`src/rtl/lcm_pkg.sv`:
```
// Shared types and constants of the four-axis step generator.
`default_nettype none
package lcm_pkg;
	localparam int STEP_W    = 16;
	localparam int CNT_W     = STEP_W + 1;
	localparam int AXES      = 4;
	localparam int WIDE_W    = 2 * STEP_W;
	localparam int SHIFT_W   = $clog2(STEP_W);
	localparam int DIV_CNT_W = $clog2(STEP_W + 1);

	typedef enum logic [1:0] {
		ST_OK       = 2'd0,
		ST_OVERFLOW = 2'd1,
		ST_BUSY     = 2'd2
	} status_t;

	typedef enum logic {
		OP_LOAD = 1'b0,
		OP_TICK = 1'b1
	} op_t;

	typedef struct packed {
		op_t                     op;
		logic [AXES-1:0][STEP_W-1:0] tot;
	} cmd_t;

	typedef struct packed {
		logic [AXES-1:0] step;
		logic            done;
		logic [STEP_W-1:0] tick_total;
		status_t         status;
	} res_t;

	typedef enum logic [3:0] {
		B_IDLE, B_GCD_INIT, B_GCD_RUN, B_DIV_RUN, B_MUL, B_NEXT,
		B_DIV_INIT, B_DIV_STORE, B_OUT
	} bstate_t;
endpackage
`default_nettype wire

```
`src/rtl/lcm_front.sv`:
```
// Front end: two-entry command queue with input stall.
`default_nettype none
module lcm_front import lcm_pkg::*; (
	input  wire logic clk,
	input  wire logic arst_n,
	input  wire logic in_valid,
	output logic      in_stall,
	input  wire cmd_t in_cmd,
	output logic      q_valid,
	input  wire logic q_pop,
	output cmd_t      q_cmd
);
	cmd_t mem_q [2];
	logic wp_q, rp_q;
	logic [1:0] cnt_q;
	logic push;

	assign in_stall = (cnt_q == 2'd2);
	assign push = in_valid && !in_stall;
	assign q_valid = (cnt_q != 2'd0);
	assign q_cmd = mem_q[rp_q];

	always_ff @(posedge clk) begin
		if (push) mem_q[wp_q] <= in_cmd;
	end

	always_ff @(posedge clk or negedge arst_n) begin
		if (!arst_n) begin
			wp_q <= 1'b0; rp_q <= 1'b0; cnt_q <= 2'd0;
		end else begin
			if (push) wp_q <= ~wp_q;
			if (q_pop) rp_q <= ~rp_q;
			cnt_q <= cnt_q + {1'b0, push} - {1'b0, q_pop};
		end
	end
endmodule
`default_nettype wire

```
`src/rtl/lcm_back.sv`:
```
// Back end: LCM and reload calculation, axis counters and result register.
`default_nettype none
module lcm_back import lcm_pkg::*; (
	input  wire logic clk,
	input  wire logic arst_n,
	input  wire logic q_valid,
	output logic      q_pop,
	input  wire cmd_t q_cmd,
	output logic      out_valid,
	input  wire logic out_stall,
	output res_t      out_res
);
	bstate_t st_q, st_n;
	logic [CNT_W-1:0] rf_q [AXES];
	logic [CNT_W-1:0] ac_q [AXES];
	logic [STEP_W-1:0] left_q;
	logic active_q;
	logic ovf_q;
	logic [1:0] phase_q;       // 0: X,Y  1: Z,E  2: pair results  3: reload factors
	logic [1:0] ax_q;
	logic [STEP_W-1:0] opa_q, opb_q, p1_q;
	logic [STEP_W-1:0] ga_q, gb_q;
	logic [SHIFT_W-1:0] gk_q;
	logic [WIDE_W-1:0] acc_q;
	logic [STEP_W-1:0] rem_q, quo_q, dvs_q;
	logic [DIV_CNT_W-1:0] bit_q;
	logic [STEP_W+1:0] trial;
	logic [STEP_W-1:0] pair_a, pair_b;
	logic [CNT_W-1:0] reload;
	logic gcd_done, div_done, wide;
	res_t res_n;
	logic res_load;

	assign gcd_done = (ga_q == gb_q);
	assign div_done = (bit_q == '0);
	assign wide = (acc_q[WIDE_W-1:STEP_W] != '0);
	assign trial = {1'b0, rem_q, quo_q[STEP_W-1]} - {2'b00, dvs_q};
	assign reload = (q_cmd.tot[ax_q] == '0) ?
	                CNT_W'(acc_q[STEP_W-1:0]) + CNT_W'(1) : {1'b0, quo_q};

	// operands of the current pass, a zero total counts as one
	always_comb begin
		if (phase_q == 2'd2) begin
			pair_a = p1_q;
			pair_b = acc_q[STEP_W-1:0];
		end else begin
			pair_a = q_cmd.tot[{phase_q[0], 1'b0}];
			pair_b = q_cmd.tot[{phase_q[0], 1'b1}];
			if (pair_a == '0) pair_a = STEP_W'(1);
			if (pair_b == '0) pair_b = STEP_W'(1);
		end
	end

	always_comb begin
		st_n = st_q;
		unique case (st_q)
			B_IDLE: if (q_valid && !(out_valid && out_stall)) begin
				if (q_cmd.op == OP_LOAD && !active_q) st_n = B_GCD_INIT;
				else st_n = B_OUT;
			end
			B_GCD_INIT: st_n = B_GCD_RUN;
			B_GCD_RUN:  if (gcd_done) st_n = B_DIV_RUN;
			B_DIV_RUN:  if (div_done) st_n = (phase_q == 2'd3) ? B_DIV_STORE : B_MUL;
			B_MUL:      st_n = B_NEXT;
			B_NEXT: begin
				if (wide) st_n = B_OUT;
				else if (phase_q == 2'd2) st_n = B_DIV_INIT;
				else st_n = B_GCD_INIT;
			end
			B_DIV_INIT: st_n = B_DIV_RUN;
			B_DIV_STORE: st_n = (ax_q == 2'(AXES-1)) ? B_OUT : B_DIV_INIT;
			B_OUT:      st_n = B_IDLE;
			default:    st_n = B_IDLE;
		endcase
	end

	always_comb begin
		q_pop = (st_q == B_OUT);
		res_load = (st_q == B_OUT);
		res_n = '0;
		if (q_cmd.op == OP_TICK) begin
			if (active_q) begin
				for (int i = 0; i < AXES; i++)
					res_n.step[i] = (ac_q[i] == CNT_W'(1));
				res_n.done = (left_q == STEP_W'(1));
			end
		end else if (active_q) begin
			res_n.status = ST_BUSY;
		end else if (ovf_q) begin
			res_n.status = ST_OVERFLOW;
		end else begin
			res_n.tick_total = acc_q[STEP_W-1:0];
		end
	end

	always_ff @(posedge clk) begin
		case (st_q)
			B_IDLE: begin
				phase_q <= 2'd0;
				ax_q <= 2'd0;
			end
			B_GCD_INIT: begin
				opa_q <= pair_a; opb_q <= pair_b;
				ga_q <= pair_a; gb_q <= pair_b;
				gk_q <= '0;
			end
			B_GCD_RUN: begin
				// binary gcd; on completion divide the first operand by it
				if (gcd_done) begin
					rem_q <= '0;
					quo_q <= opa_q;
					dvs_q <= ga_q << gk_q;
					bit_q <= DIV_CNT_W'(STEP_W);
				end else if (!ga_q[0] && !gb_q[0]) begin
					ga_q <= ga_q >> 1;
					gb_q <= gb_q >> 1;
					gk_q <= gk_q + SHIFT_W'(1);
				end else if (!ga_q[0]) begin
					ga_q <= ga_q >> 1;
				end else if (!gb_q[0]) begin
					gb_q <= gb_q >> 1;
				end else if (ga_q > gb_q) begin
					ga_q <= (ga_q - gb_q) >> 1;
				end else begin
					gb_q <= (gb_q - ga_q) >> 1;
				end
			end
			B_DIV_RUN: begin
				if (!div_done) begin
					if (!trial[STEP_W+1]) rem_q <= trial[STEP_W-1:0];
					else rem_q <= {rem_q[STEP_W-2:0], quo_q[STEP_W-1]};
					quo_q <= {quo_q[STEP_W-2:0], !trial[STEP_W+1]};
					bit_q <= bit_q - DIV_CNT_W'(1);
				end
			end
			B_MUL: acc_q <= {{STEP_W{1'b0}}, quo_q} * {{STEP_W{1'b0}}, opb_q};
			B_NEXT: begin
				if (phase_q == 2'd0) p1_q <= acc_q[STEP_W-1:0];
				phase_q <= phase_q + 2'd1;
			end
			B_DIV_INIT: begin
				rem_q <= '0;
				quo_q <= acc_q[STEP_W-1:0];
				dvs_q <= q_cmd.tot[ax_q];
				bit_q <= DIV_CNT_W'(STEP_W);
			end
			B_DIV_STORE: ax_q <= ax_q + 2'd1;
			default: ;
		endcase
	end

	always_ff @(posedge clk or negedge arst_n) begin
		if (!arst_n) begin
			st_q <= B_IDLE;
			active_q <= 1'b0;
			ovf_q <= 1'b0;
			left_q <= '0;
			out_valid <= 1'b0;
			out_res <= '0;
			for (int i = 0; i < AXES; i++) begin
				rf_q[i] <= '0; ac_q[i] <= '0;
			end
		end else begin
			st_q <= st_n;
			if (st_q == B_IDLE) ovf_q <= 1'b0;
			// a pass result above 16 bits means the final multiple is too
			if (st_q == B_NEXT && wide) ovf_q <= 1'b1;
			if (st_q == B_DIV_STORE) begin
				rf_q[ax_q] <= reload;
				ac_q[ax_q] <= reload;
			end
			if (res_load) out_valid <= 1'b1;
			else if (out_valid && !out_stall) out_valid <= 1'b0;
			if (res_load) begin
				out_res <= res_n;
				if (q_cmd.op == OP_TICK && active_q) begin
					for (int i = 0; i < AXES; i++)
						ac_q[i] <= (ac_q[i] == CNT_W'(1)) ? rf_q[i] : ac_q[i] - CNT_W'(1);
					left_q <= left_q - STEP_W'(1);
					if (left_q == STEP_W'(1)) active_q <= 1'b0;
				end else if (q_cmd.op == OP_LOAD && !active_q && !ovf_q) begin
					active_q <= 1'b1;
					left_q <= acc_q[STEP_W-1:0];
				end
			end
		end
	end
endmodule
`default_nettype wire

```
`src/rtl/lcm_multi_axis_step_generator.sv`:
```
// Top level of the four-axis step generator.
// Usage:
//   Input channel (in_valid/in_stall): operation plus four 16-bit step totals.
//   operation 0 loads a move, 1 is one timing tick.
//   Output channel (out_valid/out_stall): one result item per input item, in order.
// Item handling:
//   A tick, or a load refused as busy, goes from the head of the queue
//   through B_IDLE and B_OUT into the result register; the back end ends
//   one item before it takes the next.
//   A load runs three gcd/divide/multiply passes and four 16-step restoring
//   divisions for the reload factors in one shared divider.
//   A load that overflows stops after the pass that first exceeds 16 bits.
// A two-entry queue sits between the front and the back, so the input side
// keeps accepting while a result waits, until both entries are full.
// Reset clears the axis counters, the move state and both channels.
// While out_stall is high the result holds and the back end waits.
`default_nettype none
module lcm_multi_axis_step_generator import lcm_pkg::*; (
	input  wire logic              clk,
	input  wire logic              arst_n,
	input  wire logic              in_valid,
	output logic                   in_stall,
	input  wire logic              operation,
	input  wire logic [STEP_W-1:0] x_steps,
	input  wire logic [STEP_W-1:0] y_steps,
	input  wire logic [STEP_W-1:0] z_steps,
	input  wire logic [STEP_W-1:0] e_steps,
	output logic                   out_valid,
	input  wire logic              out_stall,
	output logic                   step_x,
	output logic                   step_y,
	output logic                   step_z,
	output logic                   step_e,
	output logic                   move_done,
	output logic [STEP_W-1:0]      tick_total,
	output logic [1:0]             status
);
	cmd_t in_cmd, q_cmd;
	logic q_valid, q_pop;
	res_t res;

	assign in_cmd.op = op_t'(operation);
	assign in_cmd.tot = {e_steps, z_steps, y_steps, x_steps};

	lcm_front u_front (
		.clk, .arst_n, .in_valid, .in_stall, .in_cmd,
		.q_valid, .q_pop, .q_cmd
	);

	lcm_back u_back (
		.clk, .arst_n, .q_valid, .q_pop, .q_cmd,
		.out_valid, .out_stall, .out_res(res)
	);

	assign step_x = res.step[0];
	assign step_y = res.step[1];
	assign step_z = res.step[2];
	assign step_e = res.step[3];
	assign move_done = res.done;
	assign tick_total = res.tick_total;
	assign status = res.status;
endmodule
`default_nettype wire

```
`config.mk`:
```
export PLATFORM = sky130hd
export DESIGN_NAME = lcm_multi_axis_step_generator
export DESIGN_NICKNAME = d
export VERILOG_FILES = /design/src/rtl/lcm_pkg.sv /design/src/rtl/lcm_front.sv /design/src/rtl/lcm_back.sv /design/src/rtl/lcm_multi_axis_step_generator.sv
export SDC_FILE = /design/constraint.sdc
export NUM_CORES = 2
export LEC_CHECK = 0
export BUFFER_PORTS_ARGS = -buffer_cell sky130_fd_sc_hd__buf_2
export CAP_MARGIN = 40
export CORE_ASPECT_RATIO = 0.6
export CORE_MARGIN = 4
export CORE_UTILIZATION = 40
export CTS_BUF_LIST = sky130_fd_sc_hd__clkbuf_8
export CTS_CLUSTER_SIZE = 24
export DETAILED_ROUTE_END_ITERATION = 8
export GPL_TIMING_DRIVEN = 0
export PLACE_DENSITY = 0.66
export SLEW_MARGIN = 10
export SYNTH_ARGS = -nofsm -noshare
export SYNTH_HDL_FRONTEND = slang
export SYNTH_HIERARCHICAL = 1
export SYNTH_SLANG_ARGS = --single-unit
```
`constraint.sdc`:
```
create_clock -name clk -period 9.75 [get_ports clk]
set_input_delay 0 -clock clk [delete_from_list [all_inputs] [get_ports clk]]
set_output_delay 0 -clock clk [all_outputs]
set_load 0.05 [all_outputs]
```
==> results.md <==
* Worst Hold Slack at between 0.04 and 0.05 ns
* Ports at 94
* Crit-path cells: clkbuf_1, clkbuf_1, nand2_1, fa_1, fa_1, fa_1, inv_1, fa_1, fa_1, inv_1, fa_1, inv_1, ha_1, clkbuf_1, a21oi_1, o21ai_0, a31oi_1, o22ai_1, o41ai_1, o311ai_0
* Post-synthesis net count at roughly 4000
* Post-CTS Resized at 0
* Worst r2r dst: u_back/acc_q[28]$_DFFE_PP_
* First-pass GRT wire length at ~170 mm
* Max Clock Freq at 128 MHz
* Yosys Warn Count at 6
* WHS Endpoint: u_front/mem_q[0][24]$_DFFE_PP_
* #FFs+latches synth at around 490
* Post-route insts no fill at 4948
* Yosys top cell by area: edfxtp_1
* Die footprint at 0.0902 mm2
* Vias in the first global route at 27300
* Post-DP HPWL at 82.9 mm
* Initial Util at 40.6%
* Max cap viols at 0
* # rows at about 80
* Worst endpoint data arrival time at just over 8 ns
* # DRC at 0
* CTS H-Tree Depth at 3
* Synth top area share at between 20% and 30%
* Via/cell ratio at 5.71
* DRT Wirelength at around 110 mm
* Post-synth cell types at between 70 and 80
* Setup WS pre-CTS at ~2.1 ns
* Sequential-to-total area share from yosys stat at between 40 and 50%
* Worst Skew at 0.0449 ns
* RSZ-0062 raised after global routing: false
* Tot GR Track Use at 24.6%
* Post-CTS Repair Setup Buffers at 0
* Fin crit share at between 80% and 90%
* Critical Path End Type: flop
* Most frequent cells in the layout: nand2_1 (503), inv_1 (356), edfxtp_1 (303)
* Max-slew headroom at 31.1%
* Detailed-route via count at roughly 28000
* Max stage delay on crit path at about 0.82 ns
* Area Growth Syn to Fin at 14.4%
* GR Overflow Total at 0
* Routed WL per cell at 22.4 um
* Reg2Reg Depth at 20
* Clock latency on the worst-skew pair at roughly 0.74 ns
* Final count of pins violating max slew at 0
* CP startpoint kind: flop
* Height of the die at approximately 230 um
* Core Area at around 0.084 mm2
* Largest net degree at the start of global routing at a little under 100
* Synthesized cell area at about 0.034 mm2
* Syn Inst Count at approximately 3400
* Worst reg-to-reg setup slack at 1.91 ns
* DRT iter0 DRCs at between 3000 and 4000
* Crit-path most repeated cell: fa_1
* Syn avg cell area at between 9 and 10 um2
* Hold Path Depth at 2
* Final-report setup violation count at 0
* Reg2reg start: u_back/quo_q[12]$_DFFE_PP_
* Required time of the critical path at 10.17 ns
* Worst slew pin tran at roughly 1.0 ns
* Clock Tree Buf Depth at 3
* Min-Delay Path Class: primary input to flop
* Share of cells above drive strength 1 at a little under a tenth
* Root Driver: clkbuf_8
* TNS Setup at 0 ns
* Nets at approximately 4200
* Worst setup margin at between 1.5 and 2 ns
* Placed Cells at between 4000 and 5000
* GPL Wtd Cong at 0.969
* Dominant synthesized flop cell: edfxtp_1
* Final ANT Viol Nets at 0
* Status: finished, final reports clean
* CTS clk-pin slew, worst paths at ~0.070 ns
* DRT Pass-1 Iters at 6
* Initial antenna violation count at 6
* Clock Sinks at between 400 and 500
* Async set-reset flop share out of synthesis at about two fifths
* Post-synth EDFFs at 303
* Area contributors post-synth: edfxtp_1 (27%), dfrtp_1 (14%), fa_1 (12%)
* Final Hold Fails at 0
* Port-buffer cells at 93
* CTS Buf Count at 81
* CP Max Fanout at 10
* CTS Hold Bufs at approximately 110
* Slowest cell on crit path: o41ai_1
* WS Path Type: flop to flop
* Worst hold start: y_steps[8]
* Commonest non-fill, non-tap cell in the layout: nand2_1
* CTS tree: yes
* Tmin final at between 7 and 8 ns
* Die Wd at ~390 um
flip-flops by register name, summed over array words and instances, names as in the netlist, 23 cells and up:
register        cells
u_back/out_res     23
u_back/acc_q       32
u_back/rf_q        68
u_back/ac_q        68
u_front/mem_q     130
cell families (layout without fill, tap and decap cells):
kind of cell    Yosys count  in the layout  share of synthesized area, %
compound gates          744            744                          13.5
xor+xnor                 81             81                          2.08
fa+ha+maj               371            371                          17.9
buf+inv                 518            884                          5.87
flops                   489            489                          40.3
mux                     139            139                          5.53
other cells               0              3                             0
simple gates           1103           1103                          14.8
cell type report:
type                    instances  area (um2)
diodes                          3        7.51
plain buffers                 182         742
clock buffers                  95        1310
clock inverters                52         339
fillers                      7829       45000
inverters                     336        1260
multi-input cells            2438       18400
flip-flops and latches        489       13800
well taps                    1134        1420
repair buffers                219        1810
critical path: cells and delay by family (launching register included):
kind | cells | cell delay, ns
DFF | 1 | 0.33
AOI/OAI and AO/OA | 6 | 2.15
and+or+nand+nor | 1 | 0.17
buffers and inverters | 6 | 1.57
adders and majority gates | 7 | 3.31
worst max path at each step:
stage                                from                          to  slack (ns)  cells past startpoint
2_1_floorplan   u_back/quo_q[7]$_DFFE_PP_  u_back/acc_q[25]$_DFFE_PP_        3.45                     23
3_3_place_gp   u_back/quo_q[15]$_DFFE_PP_  u_back/acc_q[25]$_DFFE_PP_        2.01                     20
3_5_place_dp    u_back/quo_q[7]$_DFFE_PP_  u_back/acc_q[25]$_DFFE_PP_        2.09                     23
4_1_cts         u_back/quo_q[7]$_DFFE_PP_  u_back/acc_q[29]$_DFFE_PP_        2.09                     23
5_1_grt        u_back/quo_q[12]$_DFFE_PP_  u_back/acc_q[28]$_DFFE_PP_        1.62                     20
6_report       u_back/quo_q[12]$_DFFE_PP_  u_back/acc_q[28]$_DFFE_PP_        1.91                     20
cell usage after synthesis (7+ instances only):
cell type  instances
o21bai_1          10
a22o_1            17
a22oi_1           29
mux2_2            27
mux4_2            18
and2_1           136
fa_1             197
a21o_1            32
o31ai_1            9
or2_2              8
o211ai_1          13
o22ai_1           29
ha_1             174
o21ai_0          217
nand2b_1          29
nor3_1            43
dfrtp_1          186
xnor2_1           52
buf_2              8
nor2_1           210
or3_1             14
nand2_1          503
o21a_1            18
and3_1            15
mux2i_1           49
nand3b_1           8
a31oi_1           28
edfxtp_1         303
nand3_1           45
nand4_1           18
a221oi_1          43
inv_1            336
nor4_1            36
a21boi_0           7
xor2_1            29
mux2_4            40
nor2b_1           11
or4_1             11
a21oi_1          210
buf_1              9
clkbuf_1         158
a211oi_1          19
metal layers:
layer	GRT usage [%]	vias up	wire length, um
li1	-	12600	-
met1	38.2	13700	50400
met2	32.5	1728	42100
met3	8.42	171	16200
met4	5.35	0	2150
met5	0	-	0
through the flow:
stage / util [%] / cell area, um2
after global placement: 42.9 / 36000
after CTS: 46.5 / 39000
final: 46.5 / 39100
after floorplan: - / 34100
after global routing: 46.5 / 39100
after detailed placement: 43.2 / 36300
Power is not shown: default switching activity piles up to over one toggle a cycle in this logic, so the estimate is an artifact.
